[src/rtl/spmg_pkg.sv]
// Shared types, widths and constants of the sonar point monotone gate.
package spmg_pkg;

   localparam int COORD_BITS_DEF       = 16;
   localparam int MAX_FRAME_POINTS_DEF = 65536;

   localparam int RANGE_W    = 16;
   localparam int INTEN_W    = 8;
   localparam int RSUM_W     = 32;
   localparam int ISUM_W     = 24;
   localparam int CSR_IDX_W  = 2;
   localparam int CSR_DATA_W = 16;
   localparam int QUEUE_DEPTH = 2;

   localparam logic [RANGE_W-1:0] MIN_RANGE_RST = RANGE_W'(1000);
   localparam logic [RANGE_W-1:0] MAX_RANGE_RST = RANGE_W'(10000);
   localparam logic [INTEN_W-1:0] THRESH_RST    = INTEN_W'(80);

   typedef enum logic [CSR_IDX_W-1:0] {
      CSR_MIN_RANGE = 2'd0,
      CSR_MAX_RANGE = 2'd1,
      CSR_THRESHOLD = 2'd2
   } csr_index_type;

   typedef struct packed {
      logic [RANGE_W-1:0] min_range;
      logic [RANGE_W-1:0] max_range;
      logic [INTEN_W-1:0] threshold;
   } spmg_cfg_type;

   typedef struct packed {
      logic [RANGE_W-1:0] range;
      logic [INTEN_W-1:0] intensity;
      logic               last;
   } spmg_point_type;

   typedef enum logic [2:0] {
      FE_IDLE,
      FE_SQUARE,
      FE_SUM,
      FE_ROOT,
      FE_PUSH
   } fe_state_type;

   typedef enum logic [1:0] {
      BK_IDLE,
      BK_START,
      BK_DIV
   } bk_state_type;

endpackage

[src/rtl/spmg_front.sv]
// Front end: captures a point, squares the coordinates and takes the root range.
module spmg_front #(
   parameter int COORD_BITS = spmg_pkg::COORD_BITS_DEF
) (
   input  logic                          clock,
   input  logic                          reset,
   input  logic                          req_valid,
   output logic                          req_ready,
   input  logic signed [COORD_BITS-1:0]  req_x_mm,
   input  logic signed [COORD_BITS-1:0]  req_y_mm,
   input  logic signed [COORD_BITS-1:0]  req_z_mm,
   input  logic [spmg_pkg::INTEN_W-1:0]  req_echo_intensity,
   input  logic                          req_last_in_frame,
   output logic                          push_valid,
   input  logic                          push_ready,
   output spmg_pkg::spmg_point_type      push_data
);
   import spmg_pkg::*;

   localparam int C     = COORD_BITS;
   localparam int SQ_W  = 2 * C;
   localparam int REM_W = C + 2;
   localparam int IT_W  = $clog2(C + 1);

   fe_state_type state_ff, state_in;

   logic [C-1:0]       ax_ff, ay_ff, az_ff;
   logic [SQ_W-1:0]    sqx_ff, sqy_ff, sqz_ff;
   logic [SQ_W-1:0]    rad_ff, rad_in;
   logic [REM_W-1:0]   rem_ff, rem_in;
   logic [C-1:0]       root_ff, root_in;
   logic [IT_W-1:0]    iter_ff, iter_in;
   logic [INTEN_W-1:0] inten_ff;
   logic               last_ff;
   logic [RANGE_W-1:0] range_val;

   logic [REM_W-1:0] rem_sh, trial;
   logic             take;

   assign take = req_valid && req_ready;

   // next state
   always_comb begin
      state_in = state_ff;
      unique case (state_ff)
         FE_IDLE:   if (req_valid) state_in = FE_SQUARE;
         FE_SQUARE: state_in = FE_SUM;
         FE_SUM:    state_in = FE_ROOT;
         FE_ROOT:   if (iter_ff == IT_W'(1)) state_in = FE_PUSH;
         FE_PUSH:   if (push_ready) state_in = FE_IDLE;
         default:   state_in = FE_IDLE;
      endcase
   end

   // outputs
   always_comb begin
      req_ready  = (state_ff == FE_IDLE);
      push_valid = (state_ff == FE_PUSH);
   end

   // one root bit per step, two radicand bits consumed each time
   always_comb begin
      rem_sh  = {rem_ff[C-1:0], rad_ff[SQ_W-1 -: 2]};
      trial   = {root_ff, 2'b01};
      rad_in  = {rad_ff[SQ_W-3:0], 2'b00};
      iter_in = iter_ff - IT_W'(1);
      if (rem_sh >= trial) begin
         rem_in  = rem_sh - trial;
         root_in = {root_ff[C-2:0], 1'b1};
      end else begin
         rem_in  = rem_sh;
         root_in = {root_ff[C-2:0], 1'b0};
      end
   end

   always_ff @(posedge clock) begin
      if (reset) begin
         state_ff <= FE_IDLE;
      end else begin
         state_ff <= state_in;
      end
   end

   always_ff @(posedge clock) begin
      if (take) begin
         ax_ff    <= req_x_mm[C-1] ? C'(-req_x_mm) : C'(req_x_mm);
         ay_ff    <= req_y_mm[C-1] ? C'(-req_y_mm) : C'(req_y_mm);
         az_ff    <= req_z_mm[C-1] ? C'(-req_z_mm) : C'(req_z_mm);
         inten_ff <= req_echo_intensity;
         last_ff  <= req_last_in_frame;
      end
      if (state_ff == FE_SQUARE) begin
         sqx_ff <= SQ_W'(ax_ff) * SQ_W'(ax_ff);
         sqy_ff <= SQ_W'(ay_ff) * SQ_W'(ay_ff);
         sqz_ff <= SQ_W'(az_ff) * SQ_W'(az_ff);
      end
      if (state_ff == FE_SUM) begin
         // three squares of at most 2^(2C-2) each still fit 2C bits
         rad_ff  <= sqx_ff + sqy_ff + sqz_ff;
         rem_ff  <= '0;
         root_ff <= '0;
         iter_ff <= IT_W'(C);
      end
      if (state_ff == FE_ROOT) begin
         rad_ff  <= rad_in;
         rem_ff  <= rem_in;
         root_ff <= root_in;
         iter_ff <= iter_in;
      end
   end

   generate
      if (C > RANGE_W) begin : g_sat
         assign range_val = (|root_ff[C-1:RANGE_W]) ? '1 : root_ff[RANGE_W-1:0];
      end else begin : g_fit
         assign range_val = RANGE_W'(root_ff);
      end
   endgenerate

   always_comb begin
      push_data.range     = range_val;
      push_data.intensity = inten_ff;
      push_data.last      = last_ff;
   end

endmodule

[src/rtl/spmg_queue.sv]
// Short point queue between the front end and the gate.
module spmg_queue (
   input  logic                     clock,
   input  logic                     reset,
   input  logic                     push_valid,
   output logic                     push_ready,
   input  spmg_pkg::spmg_point_type push_data,
   output logic                     pop_valid,
   input  logic                     pop_ready,
   output spmg_pkg::spmg_point_type pop_data
);
   import spmg_pkg::*;

   localparam int PTR_W = (QUEUE_DEPTH > 1) ? $clog2(QUEUE_DEPTH) : 1;
   localparam int CNT_W = $clog2(QUEUE_DEPTH + 1);

   spmg_point_type   entry_ff [QUEUE_DEPTH];
   logic [PTR_W-1:0] wr_ptr_ff, rd_ptr_ff;
   logic [CNT_W-1:0] count_ff;
   logic             do_push, do_pop;

   assign push_ready = (count_ff != CNT_W'(QUEUE_DEPTH));
   assign pop_valid  = (count_ff != '0);
   assign pop_data   = entry_ff[rd_ptr_ff];
   assign do_push    = push_valid && push_ready;
   assign do_pop     = pop_valid && pop_ready;

   function automatic logic [PTR_W-1:0] next_ptr(input logic [PTR_W-1:0] p);
      if (p == PTR_W'(QUEUE_DEPTH - 1)) begin
         return '0;
      end
      return p + PTR_W'(1);
   endfunction

   always_ff @(posedge clock) begin
      if (reset) begin
         wr_ptr_ff <= '0;
         rd_ptr_ff <= '0;
         count_ff  <= '0;
      end else begin
         if (do_push) wr_ptr_ff <= next_ptr(wr_ptr_ff);
         if (do_pop)  rd_ptr_ff <= next_ptr(rd_ptr_ff);
         if (do_push && !do_pop) begin
            count_ff <= count_ff + CNT_W'(1);
         end else if (do_pop && !do_push) begin
            count_ff <= count_ff - CNT_W'(1);
         end
      end
   end

   always_ff @(posedge clock) begin
      if (do_push) begin
         entry_ff[wr_ptr_ff] <= push_data;
      end
   end

endmodule

[src/rtl/spmg_div.sv]
// Restoring divider, one quotient bit per cycle.
module spmg_div #(
   parameter int DIVIDEND_W = spmg_pkg::RSUM_W,
   parameter int DIVISOR_W  = 17
) (
   input  logic                  clock,
   input  logic                  reset,
   input  logic                  start,
   input  logic [DIVIDEND_W-1:0] dividend,
   input  logic [DIVISOR_W-1:0]  divisor,
   output logic                  done,
   output logic [DIVIDEND_W-1:0] quotient
);
   localparam int CNT_W = $clog2(DIVIDEND_W + 1);

   logic [DIVIDEND_W-1:0] quo_ff;
   logic [DIVISOR_W:0]    rem_ff;
   logic [CNT_W-1:0]      cnt_ff;
   logic                  busy_ff, done_ff;
   logic [DIVISOR_W:0]    rem_sh;
   logic                  fits;

   assign rem_sh   = {rem_ff[DIVISOR_W-1:0], quo_ff[DIVIDEND_W-1]};
   assign fits     = (rem_sh >= {1'b0, divisor});
   assign done     = done_ff;
   assign quotient = quo_ff;

   always_ff @(posedge clock) begin
      if (reset) begin
         busy_ff <= 1'b0;
         done_ff <= 1'b0;
         cnt_ff  <= '0;
      end else if (start) begin
         busy_ff <= 1'b1;
         done_ff <= 1'b0;
         cnt_ff  <= CNT_W'(DIVIDEND_W);
      end else if (busy_ff) begin
         cnt_ff <= cnt_ff - CNT_W'(1);
         if (cnt_ff == CNT_W'(1)) begin
            busy_ff <= 1'b0;
            done_ff <= 1'b1;
         end
      end
   end

   always_ff @(posedge clock) begin
      if (start) begin
         quo_ff <= dividend;
         rem_ff <= '0;
      end else if (busy_ff) begin
         quo_ff <= {quo_ff[DIVIDEND_W-2:0], fits};
         rem_ff <= fits ? (rem_sh - {1'b0, divisor}) : rem_sh;
      end
   end

endmodule

[src/rtl/spmg_back.sv]
// Back end: monotone gate, saturating frame sums and the frame summary.
module spmg_back #(
   parameter int MAX_FRAME_POINTS = spmg_pkg::MAX_FRAME_POINTS_DEF
) (
   input  logic                           clock,
   input  logic                           reset,
   input  spmg_pkg::spmg_cfg_type         cfg,
   input  logic                           pop_valid,
   output logic                           pop_ready,
   input  spmg_pkg::spmg_point_type       pop_data,
   output logic                           rsp_valid,
   input  logic                           rsp_ready,
   output logic                           rsp_accepted,
   output logic [spmg_pkg::RANGE_W-1:0]   rsp_range_mm,
   output logic                           rsp_frame_done,
   output logic                           rsp_frame_has_point,
   output logic [spmg_pkg::RANGE_W-1:0]   rsp_final_range_mm,
   output logic [spmg_pkg::INTEN_W-1:0]   rsp_final_intensity,
   output logic [spmg_pkg::RANGE_W-1:0]   rsp_mean_range_mm,
   output logic [spmg_pkg::INTEN_W-1:0]   rsp_mean_intensity
);
   import spmg_pkg::*;

   localparam int CNT_W = $clog2(MAX_FRAME_POINTS + 1);
   localparam logic [CNT_W-1:0] CNT_MAX = CNT_W'(MAX_FRAME_POINTS);

   bk_state_type state_ff, state_in;

   logic [RANGE_W-1:0] prev_range_ff;
   logic [INTEN_W-1:0] prev_inten_ff;
   logic [RSUM_W-1:0]  rsum_ff;
   logic [ISUM_W-1:0]  isum_ff;
   logic [CNT_W-1:0]   count_ff;
   logic               any_ff;
   logic               hold_acc_ff;
   logic [RANGE_W-1:0] hold_range_ff;
   logic               rsp_valid_ff;

   logic               out_free, take, pass, div_start, finish;
   logic [RSUM_W:0]    rsum_wide;
   logic [ISUM_W:0]    isum_wide;
   logic               rdiv_done, idiv_done;
   logic [RSUM_W-1:0]  rquo;
   logic [ISUM_W-1:0]  iquo;
   logic [RANGE_W-1:0] mean_range;
   logic [INTEN_W-1:0] mean_inten;

   assign out_free = !rsp_valid_ff || rsp_ready;
   assign take     = pop_valid && pop_ready;
   assign pass     = (pop_data.range >= cfg.min_range) && (pop_data.range < cfg.max_range) &&
                     (pop_data.intensity > cfg.threshold) &&
                     (pop_data.range >= prev_range_ff) && (pop_data.intensity >= prev_inten_ff);
   assign rsum_wide = {1'b0, rsum_ff} + (RSUM_W + 1)'(pop_data.range);
   assign isum_wide = {1'b0, isum_ff} + (ISUM_W + 1)'(pop_data.intensity);

   // next state
   always_comb begin
      state_in = state_ff;
      unique case (state_ff)
         BK_IDLE:  if (take && pop_data.last) state_in = BK_START;
         BK_START: state_in = BK_DIV;
         BK_DIV:   if (rdiv_done && idiv_done && out_free) state_in = BK_IDLE;
         default:  state_in = BK_IDLE;
      endcase
   end

   // outputs
   always_comb begin
      pop_ready = (state_ff == BK_IDLE) && out_free;
      div_start = (state_ff == BK_START);
      finish    = (state_ff == BK_DIV) && rdiv_done && idiv_done && out_free;
   end

   spmg_div #(.DIVIDEND_W(RSUM_W), .DIVISOR_W(CNT_W)) u_rdiv (
      .clock    (clock),
      .reset    (reset),
      .start    (div_start),
      .dividend (rsum_ff),
      .divisor  (count_ff),
      .done     (rdiv_done),
      .quotient (rquo)
   );

   spmg_div #(.DIVIDEND_W(ISUM_W), .DIVISOR_W(CNT_W)) u_idiv (
      .clock    (clock),
      .reset    (reset),
      .start    (div_start),
      .dividend (isum_ff),
      .divisor  (count_ff),
      .done     (idiv_done),
      .quotient (iquo)
   );

   // a saturated count can leave the quotient above the field range
   always_comb begin
      if (count_ff == '0) begin
         mean_range = '0;
         mean_inten = '0;
      end else begin
         mean_range = (|rquo[RSUM_W-1:RANGE_W]) ? '1 : rquo[RANGE_W-1:0];
         mean_inten = (|iquo[ISUM_W-1:INTEN_W]) ? '1 : iquo[INTEN_W-1:0];
      end
   end

   always_ff @(posedge clock) begin
      if (reset) begin
         state_ff     <= BK_IDLE;
         rsp_valid_ff <= 1'b0;
      end else begin
         state_ff <= state_in;
         if ((take && !pop_data.last) || finish) begin
            rsp_valid_ff <= 1'b1;
         end else if (rsp_ready) begin
            rsp_valid_ff <= 1'b0;
         end
      end
   end

   // frame state: cleared once the summary beat is loaded
   always_ff @(posedge clock) begin
      if (reset || finish) begin
         prev_range_ff <= '0;
         prev_inten_ff <= '0;
         rsum_ff       <= '0;
         isum_ff       <= '0;
         count_ff      <= '0;
         any_ff        <= 1'b0;
      end else if (take && pass) begin
         prev_range_ff <= pop_data.range;
         prev_inten_ff <= pop_data.intensity;
         rsum_ff       <= rsum_wide[RSUM_W] ? '1 : rsum_wide[RSUM_W-1:0];
         isum_ff       <= isum_wide[ISUM_W] ? '1 : isum_wide[ISUM_W-1:0];
         if (count_ff != CNT_MAX) begin
            count_ff <= count_ff + CNT_W'(1);
         end
         any_ff <= 1'b1;
      end
   end

   always_ff @(posedge clock) begin
      if (take) begin
         hold_acc_ff   <= pass;
         hold_range_ff <= pop_data.range;
      end
      if (take && !pop_data.last) begin
         rsp_accepted        <= pass;
         rsp_range_mm        <= pop_data.range;
         rsp_frame_done      <= 1'b0;
         rsp_frame_has_point <= 1'b0;
         rsp_final_range_mm  <= '0;
         rsp_final_intensity <= '0;
         rsp_mean_range_mm   <= '0;
         rsp_mean_intensity  <= '0;
      end else if (finish) begin
         rsp_accepted        <= hold_acc_ff;
         rsp_range_mm        <= hold_range_ff;
         rsp_frame_done      <= 1'b1;
         rsp_frame_has_point <= any_ff;
         rsp_final_range_mm  <= prev_range_ff;
         rsp_final_intensity <= prev_inten_ff;
         rsp_mean_range_mm   <= mean_range;
         rsp_mean_intensity  <= mean_inten;
      end
   end

   assign rsp_valid = rsp_valid_ff;

endmodule

[src/rtl/sonar_point_monotone_gate.sv]
// Top level of the sonar point monotone gate: control registers and the front/back split.
// Each point passes through the front end in order: capture, square, sum of squares,
// one root bit per cycle, hand-off; the front takes the next point as soon as the
// current range is in the two-entry queue. The gate pops one point per cycle while it
// is not closing a frame and the result register is free. The last point of a frame
// then passes through the back end's start state, 32 restoring divide steps for the
// mean range with the mean intensity divide running alongside, and the step that
// loads the summary once the result register is free, before its summary beat
// appears; the front keeps filling the queue meanwhile.
// Control registers may be written only while no point is in flight.
module sonar_point_monotone_gate #(
   parameter int COORD_BITS       = spmg_pkg::COORD_BITS_DEF,
   parameter int MAX_FRAME_POINTS = spmg_pkg::MAX_FRAME_POINTS_DEF
) (
   input  logic                             clock,
   input  logic                             reset,
   input  logic                             csr_we,
   input  logic [spmg_pkg::CSR_IDX_W-1:0]   csr_index,
   input  logic [spmg_pkg::CSR_DATA_W-1:0]  csr_wdata,
   input  logic                             req_valid,
   output logic                             req_ready,
   input  logic signed [COORD_BITS-1:0]     req_x_mm,
   input  logic signed [COORD_BITS-1:0]     req_y_mm,
   input  logic signed [COORD_BITS-1:0]     req_z_mm,
   input  logic [spmg_pkg::INTEN_W-1:0]     req_echo_intensity,
   input  logic                             req_last_in_frame,
   output logic                             rsp_valid,
   input  logic                             rsp_ready,
   output logic                             rsp_accepted,
   output logic [spmg_pkg::RANGE_W-1:0]     rsp_range_mm,
   output logic                             rsp_frame_done,
   output logic                             rsp_frame_has_point,
   output logic [spmg_pkg::RANGE_W-1:0]     rsp_final_range_mm,
   output logic [spmg_pkg::INTEN_W-1:0]     rsp_final_intensity,
   output logic [spmg_pkg::RANGE_W-1:0]     rsp_mean_range_mm,
   output logic [spmg_pkg::INTEN_W-1:0]     rsp_mean_intensity
);
   import spmg_pkg::*;

   spmg_cfg_type   cfg_ff;
   logic           push_valid, push_ready, pop_valid, pop_ready;
   spmg_point_type push_data, pop_data;

   // unknown indexes fall through and are dropped
   always_ff @(posedge clock) begin
      if (reset) begin
         cfg_ff.min_range <= MIN_RANGE_RST;
         cfg_ff.max_range <= MAX_RANGE_RST;
         cfg_ff.threshold <= THRESH_RST;
      end else if (csr_we) begin
         unique case (csr_index)
            CSR_MIN_RANGE: cfg_ff.min_range <= csr_wdata[RANGE_W-1:0];
            CSR_MAX_RANGE: cfg_ff.max_range <= csr_wdata[RANGE_W-1:0];
            CSR_THRESHOLD: cfg_ff.threshold <= csr_wdata[INTEN_W-1:0];
            default: ;
         endcase
      end
   end

   spmg_front #(.COORD_BITS(COORD_BITS)) u_front (
      .clock              (clock),
      .reset              (reset),
      .req_valid          (req_valid),
      .req_ready          (req_ready),
      .req_x_mm           (req_x_mm),
      .req_y_mm           (req_y_mm),
      .req_z_mm           (req_z_mm),
      .req_echo_intensity (req_echo_intensity),
      .req_last_in_frame  (req_last_in_frame),
      .push_valid         (push_valid),
      .push_ready         (push_ready),
      .push_data          (push_data)
   );

   spmg_queue u_queue (
      .clock      (clock),
      .reset      (reset),
      .push_valid (push_valid),
      .push_ready (push_ready),
      .push_data  (push_data),
      .pop_valid  (pop_valid),
      .pop_ready  (pop_ready),
      .pop_data   (pop_data)
   );

   spmg_back #(.MAX_FRAME_POINTS(MAX_FRAME_POINTS)) u_back (
      .clock               (clock),
      .reset               (reset),
      .cfg                 (cfg_ff),
      .pop_valid           (pop_valid),
      .pop_ready           (pop_ready),
      .pop_data            (pop_data),
      .rsp_valid           (rsp_valid),
      .rsp_ready           (rsp_ready),
      .rsp_accepted        (rsp_accepted),
      .rsp_range_mm        (rsp_range_mm),
      .rsp_frame_done      (rsp_frame_done),
      .rsp_frame_has_point (rsp_frame_has_point),
      .rsp_final_range_mm  (rsp_final_range_mm),
      .rsp_final_intensity (rsp_final_intensity),
      .rsp_mean_range_mm   (rsp_mean_range_mm),
      .rsp_mean_intensity  (rsp_mean_intensity)
   );

endmodule

[config.mk]
export PLATFORM = sky130hd
export DESIGN_NAME = sonar_point_monotone_gate
export DESIGN_NICKNAME = d
export VERILOG_FILES = /design/src/rtl/spmg_pkg.sv /design/src/rtl/spmg_front.sv /design/src/rtl/spmg_queue.sv /design/src/rtl/spmg_div.sv /design/src/rtl/spmg_back.sv /design/src/rtl/sonar_point_monotone_gate.sv
export SDC_FILE = /design/constraint.sdc
export NUM_CORES = 2
export LEC_CHECK = 0
export BUFFER_PORTS_ARGS = -buffer_cell sky130_fd_sc_hd__buf_4
export CELL_PAD_IN_SITES_DETAIL_PLACEMENT = 1
export CELL_PAD_IN_SITES_GLOBAL_PLACEMENT = 2
export CORE_MARGIN = 2
export CORE_UTILIZATION = 42
export CTS_CLUSTER_DIAMETER = 200
export DETAILED_ROUTE_END_ITERATION = 7
export PLACE_DENSITY = 0.78
export RECOVER_POWER = 100
export SLEW_MARGIN = 5
export SYNTH_ARGS = -nofsm -noshare
export SYNTH_HDL_FRONTEND = slang
export SYNTH_SLANG_ARGS = --single-unit
[constraint.sdc]
create_clock -name clock -period 10.7 [get_ports clock]
set_input_delay 2.675 -clock clock [delete_from_list [all_inputs] [get_ports clock]]
set_output_delay 2.675 -clock clock [all_outputs]
set_load 0.01 [all_outputs]
Yosys cells after proc, flatten, opt, wreduce, memory -nomap -nowiden:

Memory sizes are Yosys's and may differ from the RTL's. A register that Yosys moved wholly into a read port is not among the register bits.
Cells that the tools add are included.

* register bits after elaboration: 559
* bits in writable memories: 50
* bits of input ports: 80
* logic and storage cells: 212
* memories kept: 1

Memories
* u_queue.entry_ff: depth 2, width 25, read ports 1, clocked after Yosys merged registers in 1, wr ports 1, RTL line spmg_queue.sv:17 `spmg_point_type entry_ff [QUEUE_DEPTH];`

* $add $sub $neg: 18
* $mul: 3
* $lt $le $gt $ge: 8
* equal/unequal tests: 18
* multiplexer cells: 64
* reduce and logical (&&, ||, !) cells: 47

Operator list (count)
* $mux W32: 5
* $mux W16: 9
* $mul A16 B16 Y32: 3
* $mux W24: 3
* $add A32 B32 Y32: 2
* $neg A16 Y16: 3
* $mux W15: 3
* $ge A18 B17 Y1: 2
* $mux W17: 2
* $sub A17 B17 Y17: 2
* $add A32 B16 Y33: 1
* $ge A16 B16 Y1: 2
* $reduce_or A16 Y1: 2
* $add A24 B8 Y25: 1
* $mux W1: 25
* $mux W5: 4
* $ge A18 B18 Y1: 1
* $logic_and A1 B1 Y1: 18
* $add A17 B1 Y17 const B: 1
* $logic_not A17 Y1: 1
* $ne A17 B17 Y1 const B: 1
* $lt A16 B16 Y1: 1
* $mux W8: 2
* $sub A16 B16 Y16: 1
* other kinds (29): 63

Longest topological paths before layout:

* depth after elaboration: 9
* mapped depth: 26

Hierarchy:

Synthesis repeated with hierarchy kept, for this count alone.

* cells, all modules: 5397
* area, all modules: 52754.3 µm²

By module, submodules not included
* spmg_front: times used 1, cells each 3387, area an instance 33078.0 µm², sequential area each 6616.3 µm²
* spmg_back: times used 1, cells each 1145, area an instance 9828.2 µm², sequential area each 4043.9 µm²
* spmg_div (u_back.u_rdiv): times used 1, cells each 307, area an instance 3266.9 µm², sequential area each 1461.4 µm²
* spmg_div (u_back.u_idiv): times used 1, cells each 297, area an instance 2920.3 µm², sequential area each 1201.2 µm²
* spmg_queue: times used 1, cells each 102, area an instance 2023.2 µm², sequential area each 1601.5 µm²
* sonar_point_monotone_gate: times used 1, cells each 159, area an instance 1637.8 µm², sequential area each 800.8 µm²

Worst setup path before layout:

OpenSTA, ideal clock, no wires.

* kind: reg2reg
* start: register u_front.state_ff[0]
* end: register u_front.sqx_ff[0], enable pin
* arrival: 7.360 ns
* data required time: 10.023 ns
* slack: 2.662 ns
* stages on the path, launching flop included: 3
* buffers on the path: 1
* period minus slack after synthesis: 8.038 ns
* cell sequence: dfxtp_1 > clkbuf_1 > nor3b_1

* cells in the longest elaborated chain, start to end: 1

Ends and longest elaborated chain
* start, declared: RTL line spmg_front.sv:25 `fe_state_type state_ff, state_in;`
* start signal, assigned: RTL line spmg_front.sv:80 `state_ff <= state_in;`
* $eq A3 B1 Y1: RTL line spmg_front.sv:92 `if (state_ff == FE_SQUARE) begin`
* end signal, assigned: RTL line spmg_front.sv:93 `sqx_ff <= SQ_W'(ax_ff) * SQ_W'(ax_ff);`
* end, declared: RTL line spmg_front.sv:28 `logic [SQ_W-1:0] sqx_ff, sqy_ff, sqz_ff;`

Every way passes these cells.
A chain may end at the register's enable or synchronous reset.

==> qor.txt <==
CLOCK TREE
--------------------------------------------------------------------------------------
CTS clk-pin slew, worst paths ...........................................      0.06 ns
Clock tree sinks ........................................................          607
Worst-case clock buffer depth ...........................................            3
Cts bufs inserted .......................................................           78
H-Tree Level Count ......................................................            3
Worst-Skew Late Latency .................................................      0.69 ns
Setup Fix Bufs, Post-CTS ................................................            0
CTS tree ................................................................          yes
Total of cells resized after clock tree synthesis .......................            0
Hold-fix buffer count after cts .........................................            0
Clock tree root driver cell ............................................. sky130_fd_sc_hd__clkbuf_16

WORST SETUP PATH
--------------------------------------------------------------------------------------
Worst Path Max Fanout ...................................................           75
Data required time of the critical path .................................     11.22 ns
Element type at the critical path start .................................    flip-flop
Largest incremental delay on the critical path ..........................      1.44 ns
Family with the most delay on the worst path ............................ buffers and inverters
Worst Path Buf+Inv ......................................................            3
Worst path slowest cell ................................................. sky130_fd_sc_hd__clkbuf_1
Worst-path cell chain ................................................... clkbuf_1, mux2i_1, inv_1, ha_1, a21o_1, a21o_1, a21oi_1, o2111ai_1, a21oi_1, o2111a_1, and2_0, buf_4, nand4_1, o211a_1
Kind of critical path ................................................... flip-flop to flip-flop
Worst setup EP type .....................................................    flip-flop
Arrival time reported for the critical path endpoint ....................      8.10 ns

FINISH
--------------------------------------------------------------------------------------
Layout Area Growth over Synthesis .......................................        9.60%
Count of filler cells inserted in the layout ............................        14.0k
Fraction of final layout cells sized beyond drive strength 1 ............        4.81%
Number of inserted diodes ...............................................            0
Final Core Density ......................................................        46.2%
Post-layout net count ...................................................        6,585

DRT
--------------------------------------------------------------------------------------
Number of vias in the routed layout .....................................        37.4k
Pre-Repair DR Iteration Count ...........................................            5
Total length of routed wires ............................................       136 mm
Number of DRC violations after detailed routing .........................            0
Drt initial violations ..................................................        1,695
Remaining number of nets flagged by the antenna check after routing .....            0
Wirelength per Cell .....................................................      18.9 um
Per-cell via count in the routed design .................................         5.19

FLOORPLANNING
--------------------------------------------------------------------------------------
Horizontal die dimension ................................................       356 um
Overall die height ......................................................       356 um
Row cnt .................................................................          129
Core area ............................................................... 123,000 um^2
Top-Level Pins ..........................................................          149
Area enclosed by the die boundary ....................................... 126,000 um^2
Starting Density ........................................................        42.2%

WORST HOLD PATH
--------------------------------------------------------------------------------------
Type of the tightest min-delay check .................................... flip-flop to flip-flop

SYNTHESIS
--------------------------------------------------------------------------------------
Share of synthesized flip-flops with an asynchronous set or reset .......           0%
Cells after synthesis ...................................................        5,425
Cell area after synthesis ...............................................  51,900 um^2
Flops & latches, synth ..................................................          607
Number of distinct standard cells referenced by the synthesized netlist .           84
Flip-flop cell with the highest count after synthesis ................... sky130_fd_sc_hd__edfxtp_1
Sequential element share of the synthesized area ........................        30.3%
Area share of the largest cell type after synthesis .....................        20.6%
Top area cells in the synthesized netlist ............................... sky130_fd_sc_hd__edfxtp_1 (21%), sky130_fd_sc_hd__fa_1 (20%), sky130_fd_sc_hd__ha_1 (12%)
Count of flip-flops with a built-in enable after synthesis ..............          357
Synth Warn # ............................................................            0
Library cell occupying the most area in the post-synthesis netlist ...... sky130_fd_sc_hd__edfxtp_1
Average size of a mapped cell ...........................................    9.57 um^2

TIMING
--------------------------------------------------------------------------------------
Hold violation count in the final report ................................            0
Setup TNS Final .........................................................         0 ns
Final worst path period share ...........................................        70.8%
Worst Tran Pin Value ....................................................      5.06 ns
Worst setup skew after layout ...........................................    0.0554 ns
RSZ-0062 raised after global routing ....................................        false
Final critical path time including I/O delays and setup .................      7.58 ns
Slew margin rel. ........................................................        -237%
Final-report setup violation count ......................................            0
Final setup margin ......................................................      3.12 ns
Worst hold slack ........................................................     0.451 ns
Number of slew-limit violations in the final report .....................          518
Max frequency ...........................................................      132 MHz

RUN STATUS
--------------------------------------------------------------------------------------
Failing checks .......................................................... max-capacitance violations, max-slew violations
Outcome ................................................................. complete, but fails checks

GRT
--------------------------------------------------------------------------------------
Via count of the first global-routing pass ..............................        40.7k
GR Overflow Total .......................................................            0
Pin count of the biggest net entering global routing ....................           76
Total track usage .......................................................        22.0%
Global-route wire length before repair ..................................       223 mm
Initial antenna violation count .........................................            0

PLACED DESIGN
--------------------------------------------------------------------------------------
Placed wire-length estimate .............................................       106 mm
I/O Buffers .............................................................          148
Final Wtd Congestion ....................................................        0.820
Worst setup timing slack at the placement stage .........................      3.76 ns

RUN
--------------------------------------------------------------------------------------
Number of max-cap violations ............................................           12

## kinds of logic (layout without fill, tap and decap cells)
kind of cell,Yosys count,count (layout),share of synthesized area (%)
simple gates,1479,1479,13.1
buf+inv,1104,1246,8.11
other cells,2,3,0.0145
mux,79,79,1.57
fa+ha+maj,1001,1001,31.7
compound gates,918,918,11.3
xor+xnor,235,235,3.96
flops,607,607,30.3
## through the flow
| step | instances | area [um^2] |
|---|---|---|
| after global placement | 7061 | 54600 |
| final | 7205 | 56900 |
| after detailed placement | 7061 | 54600 |
| after global routing | 7205 | 56900 |
| after CTS | 7205 | 57300 |
| after floorplan | 5426 | 51900 |
## cell usage after synthesis (all sizes together), types with 10 or more instances
library cell	n
a211o	21
a211oi	62
a21boi	10
a21o	91
a21oi	261
a311oi	13
a31o	10
a31oi	22
and2	136
and3	43
buf	29
clkbuf	149
dfxtp	250
edfxtp	357
fa	521
ha	480
inv	926
mux2	11
mux2i	68
nand2	679
nand2b	47
nand3	57
nand4	34
nor2	287
nor2b	42
nor3	56
nor4	21
o211ai	15
o21a	31
o21ai	237
o21bai	16
o31ai	32
o41ai	10
or2	22
or3	17
or4	10
xnor2	165
xor2	70
## per-layer routing
metal  wire, um  GRT usage, %  vias to the layer above  share of wire, %
li1           -             -                    18045                 -
met1      61300          28.6                    18785                45
met2      69400          39.7                      393                51
met3       3170          1.82                      138               2.3
met4       2480          4.58                        0               1.8
met5          0             0                        -                 0
## cell usage in the layout, fill, tap and decap left out, types with 22 or more instances in the layout
cell and n:
sky130_fd_sc_hd__a211oi_1 62, sky130_fd_sc_hd__a21o_1 91, sky130_fd_sc_hd__a21oi_1 261, sky130_fd_sc_hd__a31oi_1 22
sky130_fd_sc_hd__and2_1 124, sky130_fd_sc_hd__and3_1 43, sky130_fd_sc_hd__buf_4 71, sky130_fd_sc_hd__clkbuf_1 108
sky130_fd_sc_hd__clkbuf_16 79, sky130_fd_sc_hd__dfxtp_1 250, sky130_fd_sc_hd__edfxtp_1 357, sky130_fd_sc_hd__fa_1 521
sky130_fd_sc_hd__ha_1 480, sky130_fd_sc_hd__inv_1 925, sky130_fd_sc_hd__mux2i_1 67, sky130_fd_sc_hd__nand2_1 679
sky130_fd_sc_hd__nand2b_1 46, sky130_fd_sc_hd__nand3_1 57, sky130_fd_sc_hd__nand4_1 34, sky130_fd_sc_hd__nor2_1 285
sky130_fd_sc_hd__nor2b_1 40, sky130_fd_sc_hd__nor3_1 55, sky130_fd_sc_hd__o21a_1 31, sky130_fd_sc_hd__o21ai_0 229
sky130_fd_sc_hd__o31ai_1 32, sky130_fd_sc_hd__xnor2_1 165, sky130_fd_sc_hd__xor2_1 70
## sequential cells by signal (all words and copies together) (netlist names), 17 cells and up, named ones only
register,count
u_queue.entry_ff,50
cfg_ff,40
u_back.rsum_ff,32
u_back.u_rdiv.quotient,32
u_front.rad_ff,32
u_front.sqx_ff,31
u_front.sqy_ff,31
u_front.sqz_ff,31
u_back.isum_ff,24
u_back.u_idiv.quotient,24
u_back.count_ff,17
u_back.u_idiv.rem_ff,17
u_back.u_rdiv.rem_ff,17
## worst paths after layout
check                                                          startpoint                                        end  slack, ns  cells after the start
worst max-delay path                                            flip-flop            u_back.isum_ff[12]$_SDFFE_PP0P_       3.12                     14
worst min-delay path            u_back.rsp_mean_range_mm[13]$_SDFFE_PP0P_  u_back.rsp_mean_range_mm[13]$_SDFFE_PP0P_       0.45                      2
worst max register to register                                  flip-flop            u_back.isum_ff[12]$_SDFFE_PP0P_       3.12                     14
worst min register to register  u_back.rsp_mean_range_mm[13]$_SDFFE_PP0P_  u_back.rsp_mean_range_mm[13]$_SDFFE_PP0P_       0.45                      2
## area by class of cell
type                            instances  area (um^2)  share of cell area (%)
Clock buffer                          105         2200                    3.87
Clock inverter                         39          518                   0.910
Inverter                              926         3480                    6.11
Multi-Input combinational cell       3715        32000                    56.2
Sequential cell                       607        15700                    27.6
Tap cell                             1637         2050                    3.60
Timing Repair Buffer                  176          965                    1.70
## worst min-delay path, cell delays in order (launching register included)
cell and delay (ns):
sky130_fd_sc_hd__dfxtp_1 0.32, sky130_fd_sc_hd__nand2_1 0.04, sky130_fd_sc_hd__o21ai_0 0.05
Power is left out: the tool's default activity adds up to more than one toggle a clock period on the data nets, which glitch-free logic cannot reach.
